<file path="src/sv/mma_pkg.sv">
// Shared types, field widths, sequencer states and reciprocal table for the moving average block.
package mma_pkg;

  localparam int CHAN_W      = 3;
  localparam int SAMPLE_W    = 16;
  localparam int AVG_W       = 16;
  localparam int RECIP_SHIFT = 20;
  localparam int RECIP_W     = 21;
  localparam int DIV_W       = 5;

  localparam logic CMD_ADD   = 1'b0;
  localparam logic CMD_CLEAR = 1'b1;

  typedef struct packed {
    logic                command;
    logic [CHAN_W-1:0]   channel;
    logic [SAMPLE_W-1:0] sample;
  } in_req_t;

  typedef struct packed {
    logic [CHAN_W-1:0] channel_out;
    logic [AVG_W-1:0]  average;
  } out_rsp_t;

  typedef enum logic [1:0] {
    S_IDLE,
    S_READ,
    S_SUM,
    S_DIV
  } state_t;

  // floor(2^RECIP_SHIFT / d) for d = 1..16
  function automatic logic [RECIP_W-1:0] recip(input logic [DIV_W-1:0] d);
    logic [RECIP_W-1:0] r;
    case (d)
      5'd1:    r = 21'd1048576;
      5'd2:    r = 21'd524288;
      5'd3:    r = 21'd349525;
      5'd4:    r = 21'd262144;
      5'd5:    r = 21'd209715;
      5'd6:    r = 21'd174762;
      5'd7:    r = 21'd149796;
      5'd8:    r = 21'd131072;
      5'd9:    r = 21'd116508;
      5'd10:   r = 21'd104857;
      5'd11:   r = 21'd95325;
      5'd12:   r = 21'd87381;
      5'd13:   r = 21'd80659;
      5'd14:   r = 21'd74898;
      5'd15:   r = 21'd69905;
      5'd16:   r = 21'd65536;
      default: r = '0;
    endcase
    return r;
  endfunction

endpackage

</file>
<file path="src/sv/multichannel_moving_average_top.sv">
// Multichannel moving average: top level tying sequencer, sample ring RAM and divider.
//
// Each add request writes its sample into the channel's ring of the last WINDOW samples and
// returns the truncated mean of the stored samples; a clear request empties the channel's
// history and returns nothing, and a request for a channel at or above CHANNELS is dropped.
// An add request occupies the input while it writes the ring, reads back each stored sample
// through the single read port of the ring RAM, finishes the sum and hands it to the divider.
// The handoff to the divider waits only while an earlier result sits stalled at the output.
// Clear and dropped requests do not occupy the sequencer. The divider registers the product,
// then the quotient and back-product, then the result, overlapping the next request.
// The ring needs no clearing pass after reset.
module multichannel_moving_average_top #(
  parameter int CHANNELS = 8,
  parameter int WINDOW   = 5
) (
  input  logic              clk,
  input  logic              rst_n,
  input  logic              in_valid,
  output logic              in_ready,
  input  mma_pkg::in_req_t  in_req,
  output logic              out_valid,
  input  logic              out_ready,
  output mma_pkg::out_rsp_t out_rsp
);

  localparam int DEPTH  = CHANNELS * WINDOW;
  localparam int ADDR_W = (DEPTH > 1) ? $clog2(DEPTH) : 1;
  localparam int CNT_W  = $clog2(WINDOW + 1);
  localparam int SUM_W  = mma_pkg::SAMPLE_W + $clog2(WINDOW);

  logic                         ram_we;
  logic [ADDR_W-1:0]            ram_waddr;
  logic [mma_pkg::SAMPLE_W-1:0] ram_wdata;
  logic [ADDR_W-1:0]            ram_raddr;
  logic [mma_pkg::SAMPLE_W-1:0] ram_rdata;
  logic                         div_valid;
  logic                         div_ready;
  logic [mma_pkg::CHAN_W-1:0]   div_channel;
  logic [SUM_W-1:0]             div_sum;
  logic [CNT_W-1:0]             div_cnt;

  mma_ctrl #(
    .CHANNELS (CHANNELS),
    .WINDOW   (WINDOW),
    .ADDR_W   (ADDR_W),
    .CNT_W    (CNT_W),
    .SUM_W    (SUM_W)
  ) u_ctrl (
    .clk         (clk),
    .rst_n       (rst_n),
    .in_valid    (in_valid),
    .in_ready    (in_ready),
    .in_req      (in_req),
    .ram_we      (ram_we),
    .ram_waddr   (ram_waddr),
    .ram_wdata   (ram_wdata),
    .ram_raddr   (ram_raddr),
    .ram_rdata   (ram_rdata),
    .div_valid   (div_valid),
    .div_ready   (div_ready),
    .div_channel (div_channel),
    .div_sum     (div_sum),
    .div_cnt     (div_cnt)
  );

  mma_ram #(
    .WIDTH  (mma_pkg::SAMPLE_W),
    .DEPTH  (DEPTH),
    .ADDR_W (ADDR_W)
  ) u_ring (
    .clk   (clk),
    .we    (ram_we),
    .waddr (ram_waddr),
    .wdata (ram_wdata),
    .raddr (ram_raddr),
    .rdata (ram_rdata)
  );

  mma_div #(
    .SUM_W (SUM_W),
    .CNT_W (CNT_W)
  ) u_div (
    .clk         (clk),
    .rst_n       (rst_n),
    .req_valid   (div_valid),
    .req_ready   (div_ready),
    .req_channel (div_channel),
    .req_sum     (div_sum),
    .req_cnt     (div_cnt),
    .out_valid   (out_valid),
    .out_ready   (out_ready),
    .out_rsp     (out_rsp)
  );

endmodule

</file>
<file path="src/sv/mma_ram.sv">
// Generic single-write, single-read synchronous RAM with registered read data.
module mma_ram #(
  parameter int WIDTH  = 16,
  parameter int DEPTH  = 40,
  parameter int ADDR_W = (DEPTH > 1) ? $clog2(DEPTH) : 1
) (
  input  logic              clk,
  input  logic              we,
  input  logic [ADDR_W-1:0] waddr,
  input  logic [WIDTH-1:0]  wdata,
  input  logic [ADDR_W-1:0] raddr,
  output logic [WIDTH-1:0]  rdata
);

  logic [WIDTH-1:0] mem [DEPTH];

  always_ff @(posedge clk) begin
    if (we) begin
      mem[waddr] <= wdata;
    end
    rdata <= mem[raddr];
  end

endmodule

</file>
<file path="src/sv/mma_ctrl.sv">
// Request sequencer: per-channel pointers and counts, ring write, ring read-back and summing.
module mma_ctrl #(
  parameter int CHANNELS = 8,
  parameter int WINDOW   = 5,
  parameter int ADDR_W   = 6,
  parameter int CNT_W    = 3,
  parameter int SUM_W    = 19
) (
  input  logic                           clk,
  input  logic                           rst_n,
  input  logic                           in_valid,
  output logic                           in_ready,
  input  mma_pkg::in_req_t               in_req,
  output logic                           ram_we,
  output logic [ADDR_W-1:0]              ram_waddr,
  output logic [mma_pkg::SAMPLE_W-1:0]   ram_wdata,
  output logic [ADDR_W-1:0]              ram_raddr,
  input  logic [mma_pkg::SAMPLE_W-1:0]   ram_rdata,
  output logic                           div_valid,
  input  logic                           div_ready,
  output logic [mma_pkg::CHAN_W-1:0]     div_channel,
  output logic [SUM_W-1:0]               div_sum,
  output logic [CNT_W-1:0]               div_cnt
);

  localparam int CH_W  = (CHANNELS > 1) ? $clog2(CHANNELS) : 1;
  localparam int PTR_W = (WINDOW > 1) ? $clog2(WINDOW) : 1;
  localparam int LIM_W = mma_pkg::CHAN_W + 4;
  localparam logic [LIM_W-1:0] CH_LIM = LIM_W'(CHANNELS);

  mma_pkg::state_t state_r, state_nxt;

  logic [PTR_W-1:0] wp_r   [CHANNELS];
  logic [CNT_W-1:0] fill_r [CHANNELS];

  logic [ADDR_W-1:0]              base_r;
  logic [CNT_W-1:0]               cnt_r;
  logic [CNT_W-1:0]               rd_idx_r;
  logic                           rd_pend_r;
  logic [SUM_W-1:0]               sum_r;
  logic [mma_pkg::CHAN_W-1:0]     chan_r;

  logic [CH_W-1:0]   ch_idx;
  logic              in_range;
  logic [PTR_W-1:0]  wp_cur;
  logic [PTR_W-1:0]  wp_inc;
  logic [CNT_W-1:0]  fill_cur;
  logic [CNT_W-1:0]  fill_inc;
  logic [ADDR_W-1:0] base;
  logic              accept;
  logic              add_go;
  logic              clr_go;

  assign ch_idx   = CH_W'(in_req.channel);
  assign in_range = {4'b0, in_req.channel} < CH_LIM;
  assign wp_cur   = wp_r[ch_idx];
  assign fill_cur = fill_r[ch_idx];
  assign wp_inc   = (wp_cur == PTR_W'(WINDOW - 1)) ? '0 : wp_cur + PTR_W'(1);
  assign fill_inc = (fill_cur == CNT_W'(WINDOW)) ? fill_cur : fill_cur + CNT_W'(1);
  assign base     = ADDR_W'(ch_idx * WINDOW);
  assign accept   = in_valid && in_ready;
  assign add_go   = accept && in_range && (in_req.command == mma_pkg::CMD_ADD);
  assign clr_go   = accept && in_range && (in_req.command == mma_pkg::CMD_CLEAR);

  assign ram_waddr   = base + ADDR_W'(wp_cur);
  assign ram_wdata   = in_req.sample;
  assign ram_raddr   = base_r + ADDR_W'(rd_idx_r);
  assign div_channel = chan_r;
  assign div_sum     = sum_r;
  assign div_cnt     = cnt_r;

  always_comb begin
    state_nxt = state_r;
    in_ready  = 1'b0;
    ram_we    = 1'b0;
    div_valid = 1'b0;
    case (state_r)
      mma_pkg::S_IDLE: begin
        in_ready = 1'b1;
        if (add_go) begin
          ram_we    = 1'b1;
          state_nxt = mma_pkg::S_READ;
        end
      end
      mma_pkg::S_READ: begin
        if (rd_idx_r == cnt_r - CNT_W'(1)) begin
          state_nxt = mma_pkg::S_SUM;
        end
      end
      mma_pkg::S_SUM: begin
        state_nxt = mma_pkg::S_DIV;
      end
      mma_pkg::S_DIV: begin
        div_valid = 1'b1;
        if (div_ready) begin
          state_nxt = mma_pkg::S_IDLE;
        end
      end
      default: begin
        state_nxt = mma_pkg::S_IDLE;
      end
    endcase
  end

  always_ff @(posedge clk) begin
    if (!rst_n) begin
      state_r   <= mma_pkg::S_IDLE;
      rd_pend_r <= 1'b0;
      for (int i = 0; i < CHANNELS; i++) begin
        wp_r[i]   <= '0;
        fill_r[i] <= '0;
      end
    end else begin
      state_r   <= state_nxt;
      rd_pend_r <= (state_r == mma_pkg::S_READ);
      if (add_go) begin
        wp_r[ch_idx]   <= wp_inc;
        fill_r[ch_idx] <= fill_inc;
      end else if (clr_go) begin
        wp_r[ch_idx]   <= '0;
        fill_r[ch_idx] <= '0;
      end
    end
  end

  always_ff @(posedge clk) begin
    if (add_go) begin
      base_r   <= base;
      cnt_r    <= fill_inc;
      chan_r   <= in_req.channel;
      rd_idx_r <= '0;
      sum_r    <= '0;
    end else begin
      if (state_r == mma_pkg::S_READ) begin
        rd_idx_r <= rd_idx_r + CNT_W'(1);
      end
      if (rd_pend_r) begin
        sum_r <= sum_r + SUM_W'(ram_rdata);
      end
    end
  end

endmodule

</file>
<file path="src/sv/mma_div.sv">
// Sum-by-count divider: reciprocal multiply, back-multiply, one-step correction, result register.
module mma_div #(
  parameter int SUM_W = 19,
  parameter int CNT_W = 3
) (
  input  logic                       clk,
  input  logic                       rst_n,
  input  logic                       req_valid,
  output logic                       req_ready,
  input  logic [mma_pkg::CHAN_W-1:0] req_channel,
  input  logic [SUM_W-1:0]           req_sum,
  input  logic [CNT_W-1:0]           req_cnt,
  output logic                       out_valid,
  input  logic                       out_ready,
  output mma_pkg::out_rsp_t          out_rsp
);

  localparam int PROD_W = SUM_W + mma_pkg::RECIP_W;
  localparam int QD_W   = mma_pkg::AVG_W + CNT_W;

  logic s1_vld_r, s2_vld_r, out_valid_r;

  logic [PROD_W-1:0]              prod_r;
  logic [SUM_W-1:0]               sum1_r, sum2_r;
  logic [CNT_W-1:0]               cnt1_r, cnt2_r;
  logic [mma_pkg::CHAN_W-1:0]     ch1_r, ch2_r;
  logic [mma_pkg::AVG_W-1:0]      q2_r;
  logic [QD_W-1:0]                qd2_r;
  mma_pkg::out_rsp_t              out_rsp_r;

  logic                           fire;
  logic [mma_pkg::RECIP_W-1:0]    recip_v;
  logic [mma_pkg::AVG_W-1:0]      q1;
  logic [SUM_W-1:0]               rem;
  logic [mma_pkg::AVG_W-1:0]      avg;

  assign req_ready = !s1_vld_r && !s2_vld_r && (!out_valid_r || out_ready);
  assign fire      = req_valid && req_ready;
  assign recip_v   = mma_pkg::recip(mma_pkg::DIV_W'(req_cnt));
  assign q1        = prod_r[mma_pkg::RECIP_SHIFT +: mma_pkg::AVG_W];
  assign rem       = sum2_r - SUM_W'(qd2_r);
  assign avg       = (rem >= SUM_W'(cnt2_r)) ? q2_r + mma_pkg::AVG_W'(1) : q2_r;
  assign out_valid = out_valid_r;
  assign out_rsp   = out_rsp_r;

  always_ff @(posedge clk) begin
    if (!rst_n) begin
      s1_vld_r    <= 1'b0;
      s2_vld_r    <= 1'b0;
      out_valid_r <= 1'b0;
    end else begin
      s1_vld_r <= fire;
      s2_vld_r <= s1_vld_r;
      if (s2_vld_r) begin
        out_valid_r <= 1'b1;
      end else if (out_ready) begin
        out_valid_r <= 1'b0;
      end
    end
  end

  always_ff @(posedge clk) begin
    if (fire) begin
      prod_r <= PROD_W'(req_sum) * PROD_W'(recip_v);
      sum1_r <= req_sum;
      cnt1_r <= req_cnt;
      ch1_r  <= req_channel;
    end
    if (s1_vld_r) begin
      q2_r   <= q1;
      qd2_r  <= QD_W'(q1) * QD_W'(cnt1_r);
      sum2_r <= sum1_r;
      cnt2_r <= cnt1_r;
      ch2_r  <= ch1_r;
    end
    if (s2_vld_r) begin
      out_rsp_r.channel_out <= ch2_r;
      out_rsp_r.average     <= avg;
    end
  end

endmodule

</file>
<file path="config.mk">
export PLATFORM = sky130hd
export DESIGN_NAME = multichannel_moving_average_top
export DESIGN_NICKNAME = d
export VERILOG_FILES = /design/src/sv/mma_pkg.sv /design/src/sv/multichannel_moving_average_top.sv /design/src/sv/mma_ram.sv /design/src/sv/mma_ctrl.sv /design/src/sv/mma_div.sv
export SDC_FILE = /design/constraint.sdc
export NUM_CORES = 2
export LEC_CHECK = 0
export BUFFER_PORTS_ARGS = -buffer_cell sky130_fd_sc_hd__buf_4
export CAP_MARGIN = 5
export CORE_MARGIN = 4
export CORE_UTILIZATION = 50
export CTS_BUF_LIST = sky130_fd_sc_hd__clkbuf_4 sky130_fd_sc_hd__clkbuf_8 sky130_fd_sc_hd__clkbuf_16
export DETAILED_ROUTE_END_ITERATION = 8
export GPL_TIMING_DRIVEN = 0
export PLACE_DENSITY = 0.62
export SLEW_MARGIN = 20
export SYNTH_ARGS = -nofsm -noshare
export SYNTH_HDL_FRONTEND = slang
export SYNTH_SLANG_ARGS = --single-unit
</file>
<file path="constraint.sdc">
create_clock -name clk -period 8.7 [get_ports clk]
set_clock_uncertainty 0.05 [all_clocks]
set_input_delay 1.74 -clock clk [delete_from_list [all_inputs] [get_ports clk]]
set_output_delay 1.74 -clock clk [all_outputs]
set_load 0.05 [all_outputs]
</file>
==> Yosys cells after proc, flatten, opt, wreduce, memory -nomap -nowiden <==
Memories as Yosys holds them, arrays and structs flattened. A register that Yosys moved wholly into a read port is not among the register bits.
Cells that the tools add are included.
{ "classes": {"addsub": 9, "mul": 3, "div": 0, "n_lt_le_gt_ge": 1, "n_eq_ne": 16, "shifts": 0, "n_mux": 31, "n_bitwise": 3, "reduce_logical": 15} }
{ "op_table": {"columns": ["cell", "n"], "rows": [
  ["case mux 21 bit (7 select lines)", 1],
  ["multiplier 19 x 21 -> 36 bit", 1],
  ["two-way mux 3 bit", 8],
  ["adder 19 x 16 -> 19 bit", 1],
  ["greater-or-equal comparator 19 x 3 -> 1 bit", 1],
  ["multiplier 16 x 3 -> 19 bit", 1],
  ["subtractor 19 bit", 1],
  ["== test 3 bit (second input constant)", 6],
  ["two-way mux 1 bit", 17],
  ["adder 16 x 1 -> 16 bit (second input constant)", 1],
  ["two-way mux 16 bit", 1],
  ["adder 6 x 3 -> 6 bit", 2],
  ["adder 3 x 1 -> 3 bit (second input constant)", 3],
  ["case mux 2 bit (4 select lines)", 1],
  ["== test 3 x 2 -> 1 bit (second input constant)", 2],
  ["logical AND 1 bit", 6],
  ["multiplier 3 x 3 -> 6 bit (second input constant)", 1],
  ["two-way mux 2 bit", 3],
  ["inequality test 2 x 1 -> 1 bit (second input constant)", 3],
  ["OR reduction 3 bit", 2],
  ["== test 2 bit (second input constant)", 2],
  ["== test 3 x 1 -> 1 bit (second input constant)", 1],
  ["== test 3 bit", 1],
  ["logical NOT 1 bit", 3],
  ["8 further kinds", 9]
]} }
{ "word_totals": {"regBits": 180, "latchBits": 0, "ram_bits": 688, "mem_bits_ro": 0, "input_bits": 24, "output_inout_bits": 21, "elab_cells": 102, "memories": 3} }
{ "memory_table": {"columns": ["memory", "depth", "width", "rd", "rd_ports_with_merged_regs", "wr", "line_no", "text"], "rows": [
  ["u_ring.mem", 40, 16, 1, 1, 1, "mma_ram.sv:15", "logic [WIDTH-1:0] mem [DEPTH];"],
  ["u_ctrl.fill_r", 8, 3, 1, 0, 8, "mma_ctrl.sv:34", "logic [CNT_W-1:0] fill_r [CHANNELS];"],
  ["u_ctrl.wp_r", 8, 3, 1, 0, 8, "mma_ctrl.sv:33", "logic [PTR_W-1:0] wp_r [CHANNELS];"]
]} }

==> Longest topological paths before layout <==
{ "depth": {"depth_word": 11, "ltp_mapped": 29, "ltp_nobuf": 28} }

==> By module <==
From an unflattened synthesis, not the netlist that was laid out.
{ "hier_totals": {"hier_cells": 3564, "area_unflattened_um2": 47911.0} }
{ "by_module_without_submodules": {"columns": ["module", "instances", "cells_each", "area_per_inst_um2", "seq_area_each_um2"], "rows": [
  ["mma_ram", 1, 1318, 25634.6, 19538.7],
  ["mma_div", 1, 1752, 17226.5, 3663.5],
  ["mma_ctrl", 1, 494, 5049.8, 2242.2]
]} }

==> Worst setup path before layout <==
OpenSTA, ideal clock, no wires.
{ "synth_timing": {"path_type": "flip-flop to flip-flop", "startpoint": "register u_ctrl.cnt_r[0] (netlist: u_ctrl.div_cnt[0])", "endpoint": "register u_div.prod_r[35] (data pin)", "setup_time_ns": 0.260, "t_arrival_ns": 7.267, "t_required_ns": 8.390, "setup_slack_ns": 1.123, "stages_incl_launch_ff": 30, "path_buffers": 3, "period_less_slack_ns": 7.577, "cell_sequence": "edfxtp_1 ha_1 nor2b_1 clkbuf_1 nand2b_1 clkbuf_1 clkbuf_1 nand2_1 fa_1 inv_1 fa_1 inv_1 fa_1 inv_1 fa_1 fa_1 inv_1 fa_1 inv_1 ha_1 nand2_1 o21ai_0 o211ai_1 o211ai_1 o41ai_1 o21ai_0 o2111a_1 o32a_1 a21oi_1 xnor2_1"} }
{ "synth_via": {"elab_chain_cells": 3, "word_cells_on_any_way": 9, "cone_classes": "1 x mul; 7 x eq/ne; 1 x mux"} }
{ "synth_lines": {"columns": ["item", "line_no", "text"], "rows": [
  ["start, declared", "mma_ctrl.sv:37", "logic [CNT_W-1:0] cnt_r;"],
  ["start signal, assigned", "mma_ctrl.sv:129", "cnt_r <= fill_inc;"],
  ["== test 3 bit (tied with other cells)", "mma_pkg.sv:35", "case (d)"],
  ["case mux 21 bit (7 select lines) (*)", "mma_pkg.sv:35", null],
  ["multiplier 19 x 21 -> 36 bit (*)", "mma_div.sv:64", "prod_r <= PROD_W'(req_sum) * PROD_W'(recip_v);"],
  ["end signal, assigned", "mma_div.sv:64", null],
  ["end, declared", "mma_div.sv:23", "logic [PROD_W-1:0] prod_r;"]
]} }
Mark *: on every way between the ends. The rest lies on a longest branch, timed or not.
A chain may end at the register's enable or synchronous reset.

==> Final worst setup path <==
{ "layout_timing": {"startpoint": "register u_ctrl.cnt_r[1] (netlist: u_ctrl.div_cnt[1])", "endpoint": "register u_div.prod_r[35] (data pin)"} }
The elaborated chain is that of the path after synthesis.

==> impl_metrics.py <==
metrics = {
    "placement": {
        "dp_slack_ns": -0.948,
        "place_inst": 4517,
        "post-dp-hpwl_um": 87200,
        "gp_congestion": 0.907,
        "numPortBuffers": 44,
    },
    "cts": {
        "htree_levels": 3,
        "cts_buffers": 88,
        "insertion_delay_ns": 0.67,
        "clock_path_buffers": 3,
        "clockRootBuffer": "clkbuf_16",
        "cts_tree": "built",
        "path_clk_slew_ns": 0.06,
        "clock_sinks": 862,
    },
    "floorplan": {
        "die_x_um": 313,
        "num_rows": 111,
        "die_area_um2": 97900,
        "core-area_um2": 91900,
        "die_height_um": 313,
        "pin_count": 45,
        "start_util": 0.506,
    },
    "status": {
        "status": "complete, no violations",
    },
    "timing": {
        "timing.hold.ws_ns": 0.347,
        "max_freq_mhz": 120,
        "fin_crit_sh": 0.956,
        "relSlewSlack": 0.309,
        "finalSetupTns_ns": 0,
        "period_minus_slack_ns": 8.32,
        "hold_viol": 0,
        "finalSetupViolCount": 0,
        "worst_pin_slew_ns": 1.03,
        "fin_ws_ns": 0.381,
        "drv_slew": 0,
    },
    "worst_setup_path": {
        "cp_slowest_cell": "fa_1",
        "critPathCaptureType": "flop",
        "timing.rr.start": "u_ctrl.div_cnt[1]",
        "required_ns": 9.07,
        "slowest_delay_ns": 0.55,
        "critPathKind": "flop to flop",
        "crit_start": "u_ctrl.div_cnt[1]",
        "crit_end": "u_div.prod_r[35]",
        "timing.rr.end": "u_div.prod_r[35]",
        "cp-start-kind": "flop",
        "r2r_setup_slack_ns": 0.38,
        "cpMostUsedCell": "fa_1",
        "arrival_ns": 8.68,
        "worstPathMaxFanout": 10,
        "r2r_cells": 28,
    },
    "logic_synthesis": {
        "synth_edf_count": 818,
        "synth_top_family_by_area": "adder cells",
        "yosysSeqAreaShare": 0.547,
        "synth_compound_area_frac": 0.0343,
        "synthSimpleGateAreaFrac": 0.0655,
        "syn-mean-instance-area_um2": 14.6,
        "yosys.area.top_type_share": 0.528,
        "syn_nets": 3701,
        "synth_cell_types": 71,
        "synth_adder_area_share": 0.181,
        "synth-xor-area-share": 0.0168,
        "synthMuxAreaShare": 0.105,
        "synthFlopType": "edfxtp_1",
        "async_reset_ff_frac": 0,
        "ys_warn_count": 0,
        "syn-cell-area_um2": 46500,
        "synth_cells": 3187,
        "ys_ff_latch": 862,
        "synth_largest_area_cell": "edfxtp_1",
        "ys_top_cells_by_area": "edfxtp_1 53%, fa_1 13%, mux4_2 9.5%",
    },
    "grt": {
        "antenna_found_initial": 0,
        "grt_pass1_vias": 27899,
        "grt_pass1_wl_um": 173000,
        "grt.total_usage": 0.238,
        "overflow": 0,
        "grt_max_degree": 59,
    },
    "hold_path": {
        "min_path_type": "flop to flop",
    },
    "pwr": {
        "power_leakage_nw": 20.1,
        "powerDensity_nw_per_um2": 296,
        "max-vdd-ir-drop_mv": 0.226,
    },
    "route": {
        "drt-total-wl_um": 114000,
        "firstDrtPassIters": 5,
        "routedWlPerCell_um": 24.4,
        "route.detailed.drc": 0,
        "drt-vias-per-instance": 5.60,
        "drt_iter0_drc": 2068,
        "ant_nets": 0,
        "vias": 26184,
    },
    "layout": {
        "final_nets": 3877,
        "area_delta_synth_final_pct": 11.8,
        "n_antenna_cell": 0,
        "fill_cells": 7390,
        "layout-drive-gt1-share": 0.150,
        "fin_cells": 4674,
    },
    "run": {
        "cap_violations": 0,
    },
}
==> cell usage after synthesis (3+ instances only) <==
cell       number
mux2_2          4
nand2b_1       12
clkbuf_1       88
or2_2           5
buf_1          16
nand3_1        29
nor2_1        176
edfxtp_1      818
o21a_1         12
o22ai_1         4
ha_1          183
o21bai_1        6
nor2b_1        34
nand2_1       250
a31oi_1         5
nand4_1         8
fa_1          307
a211oi_1       21
a221oi_1        6
o211ai_1       13
a21o_1         21
o2111ai_1       3
nor3_1         21
dfxtp_1        44
or3_1           9
inv_1         504
mux2i_1        41
mux4_2        196
xnor2_1        54
a2111oi_4       3
nor4_1          6
xor2_1         35
a22o_1          5
and3_1         13
and2_1         90
o21ai_0        31
a21oi_1        67
a21boi_0        3
==> where the power goes <==
group	switching (mW)	internal (mW)	leakage (nW)
Clock	1.58	2.11	1.42
Combinational	3.99	2.73	10.9
Sequential	0.159	4.79	7.80
==> worst min-delay path by stage <==
| stage | from | end | slack (ns) | cells past startpoint |
|---|---|---|---|---|
| 2_1_floorplan | u_ctrl.div_channel[2] | u_div.ch1_r[2] | 0.35 | 0 |
| 3_3_place_gp | u_div.ch1_r[2] | u_div.ch2_r[2] | 0.36 | 0 |
| 3_5_place_dp | u_div.sum1_r[8] | u_div.sum2_r[8] | 0.36 | 0 |
| 4_1_cts | u_div.ch2_r[1] | u_div.out_rsp[17] | 0.35 | 0 |
| 5_1_grt | u_div.ch2_r[1] | u_div.out_rsp[17] | 0.35 | 0 |
| 6_report | u_div.ch2_r[1] | u_div.out_rsp[17] | 0.35 | 0 |
==> cell type report <==
class / instances / area (µm²) / share of cell area
Sequential cell: 862 / 25400 / 0.490
Tap cell: 1243 / 1560 / 0.0299
Buffer: 104 / 425 / 0.00819
Clock buffer: 118 / 2490 / 0.0480
Inverter: 506 / 1900 / 0.0365
Clock inverter: 40 / 340 / 0.00655
Multi-Input combinational cell: 1712 / 18900 / 0.363
Timing Repair Buffer: 89 / 933 / 0.0180
==> layer usage <==
layer  vias up  track usage  wire [µm]
met4         0       0.0854       4520
li1      11573            -          -
met3       201       0.0366       6240
met5         -            0          0
met1     13618        0.312      46000
met2       792        0.406      57300
==> flip-flops by register name, summed over array words and instances, names as in the netlist, 19 cells and up <==
name / flops
u_ctrl.div_sum: 19
u_ctrl.fill_r: 24
u_ctrl.wp_r: 24
u_div.out_rsp: 19
u_div.qd2_r: 19
u_div.sum1_r: 19
u_div.sum2_r: 19
u_ring.mem: 640
==> through the flow <==
stage                      util  area [µm²]  power (mW)
after floorplan               -       46500        9.43
after global placement    0.526       48400        11.7
after detailed placement  0.534       49100        11.8
after CTS                 0.565       52000        15.5
after global routing      0.565       52000        16.3
final                     0.565       52000        15.4
==> cells in the final DEF, fill, tap and decap left out, types with 40 or more instances in the layout <==
cell type	n
edfxtp_1	818
inv_1	504
fa_1	307
nand2_1	250
mux4_2	196
ha_1	183
nor2_1	136
clkbuf_16	90
and2_1	89
clkbuf_1	73
a21oi_1	67
xnor2_1	52
buf_4	46
dfxtp_1	42
mux2i_1	41
nor2_2	40
==> cells by family (layout without fill, tap and decap cells) <==
group           Yosys count  count (layout)
flops                   862             862
fa+ha+maj               490             490
buf+inv                 613             857
compound gates          229             229
xor+xnor                 89              89
simple gates            662             662
mux                     242             242
==> what timing repair did <==
item / CTS / global route
gates resized for setup: 11 / 19
endpoints found under the hold margin: 0 / 0
buffers inserted: 2 / 0
hold buffers: 0 / 0
pin swaps: 1 / 0
endpoints found under the setup margin: 9 / 9
==> worst max-delay path, delay by kind of cell (launching register included) <==
family	cells	cell delay (ns)
adders and majority gates	8	3.58
AOI/OAI and AO/OA	9	2.20
buffers and inverters	7	1.18
and+or+nand+nor	3	0.49
DFF	1	0.46
xor gates and xnor gates	1	0.08
(Power assumes the default switching activity.)
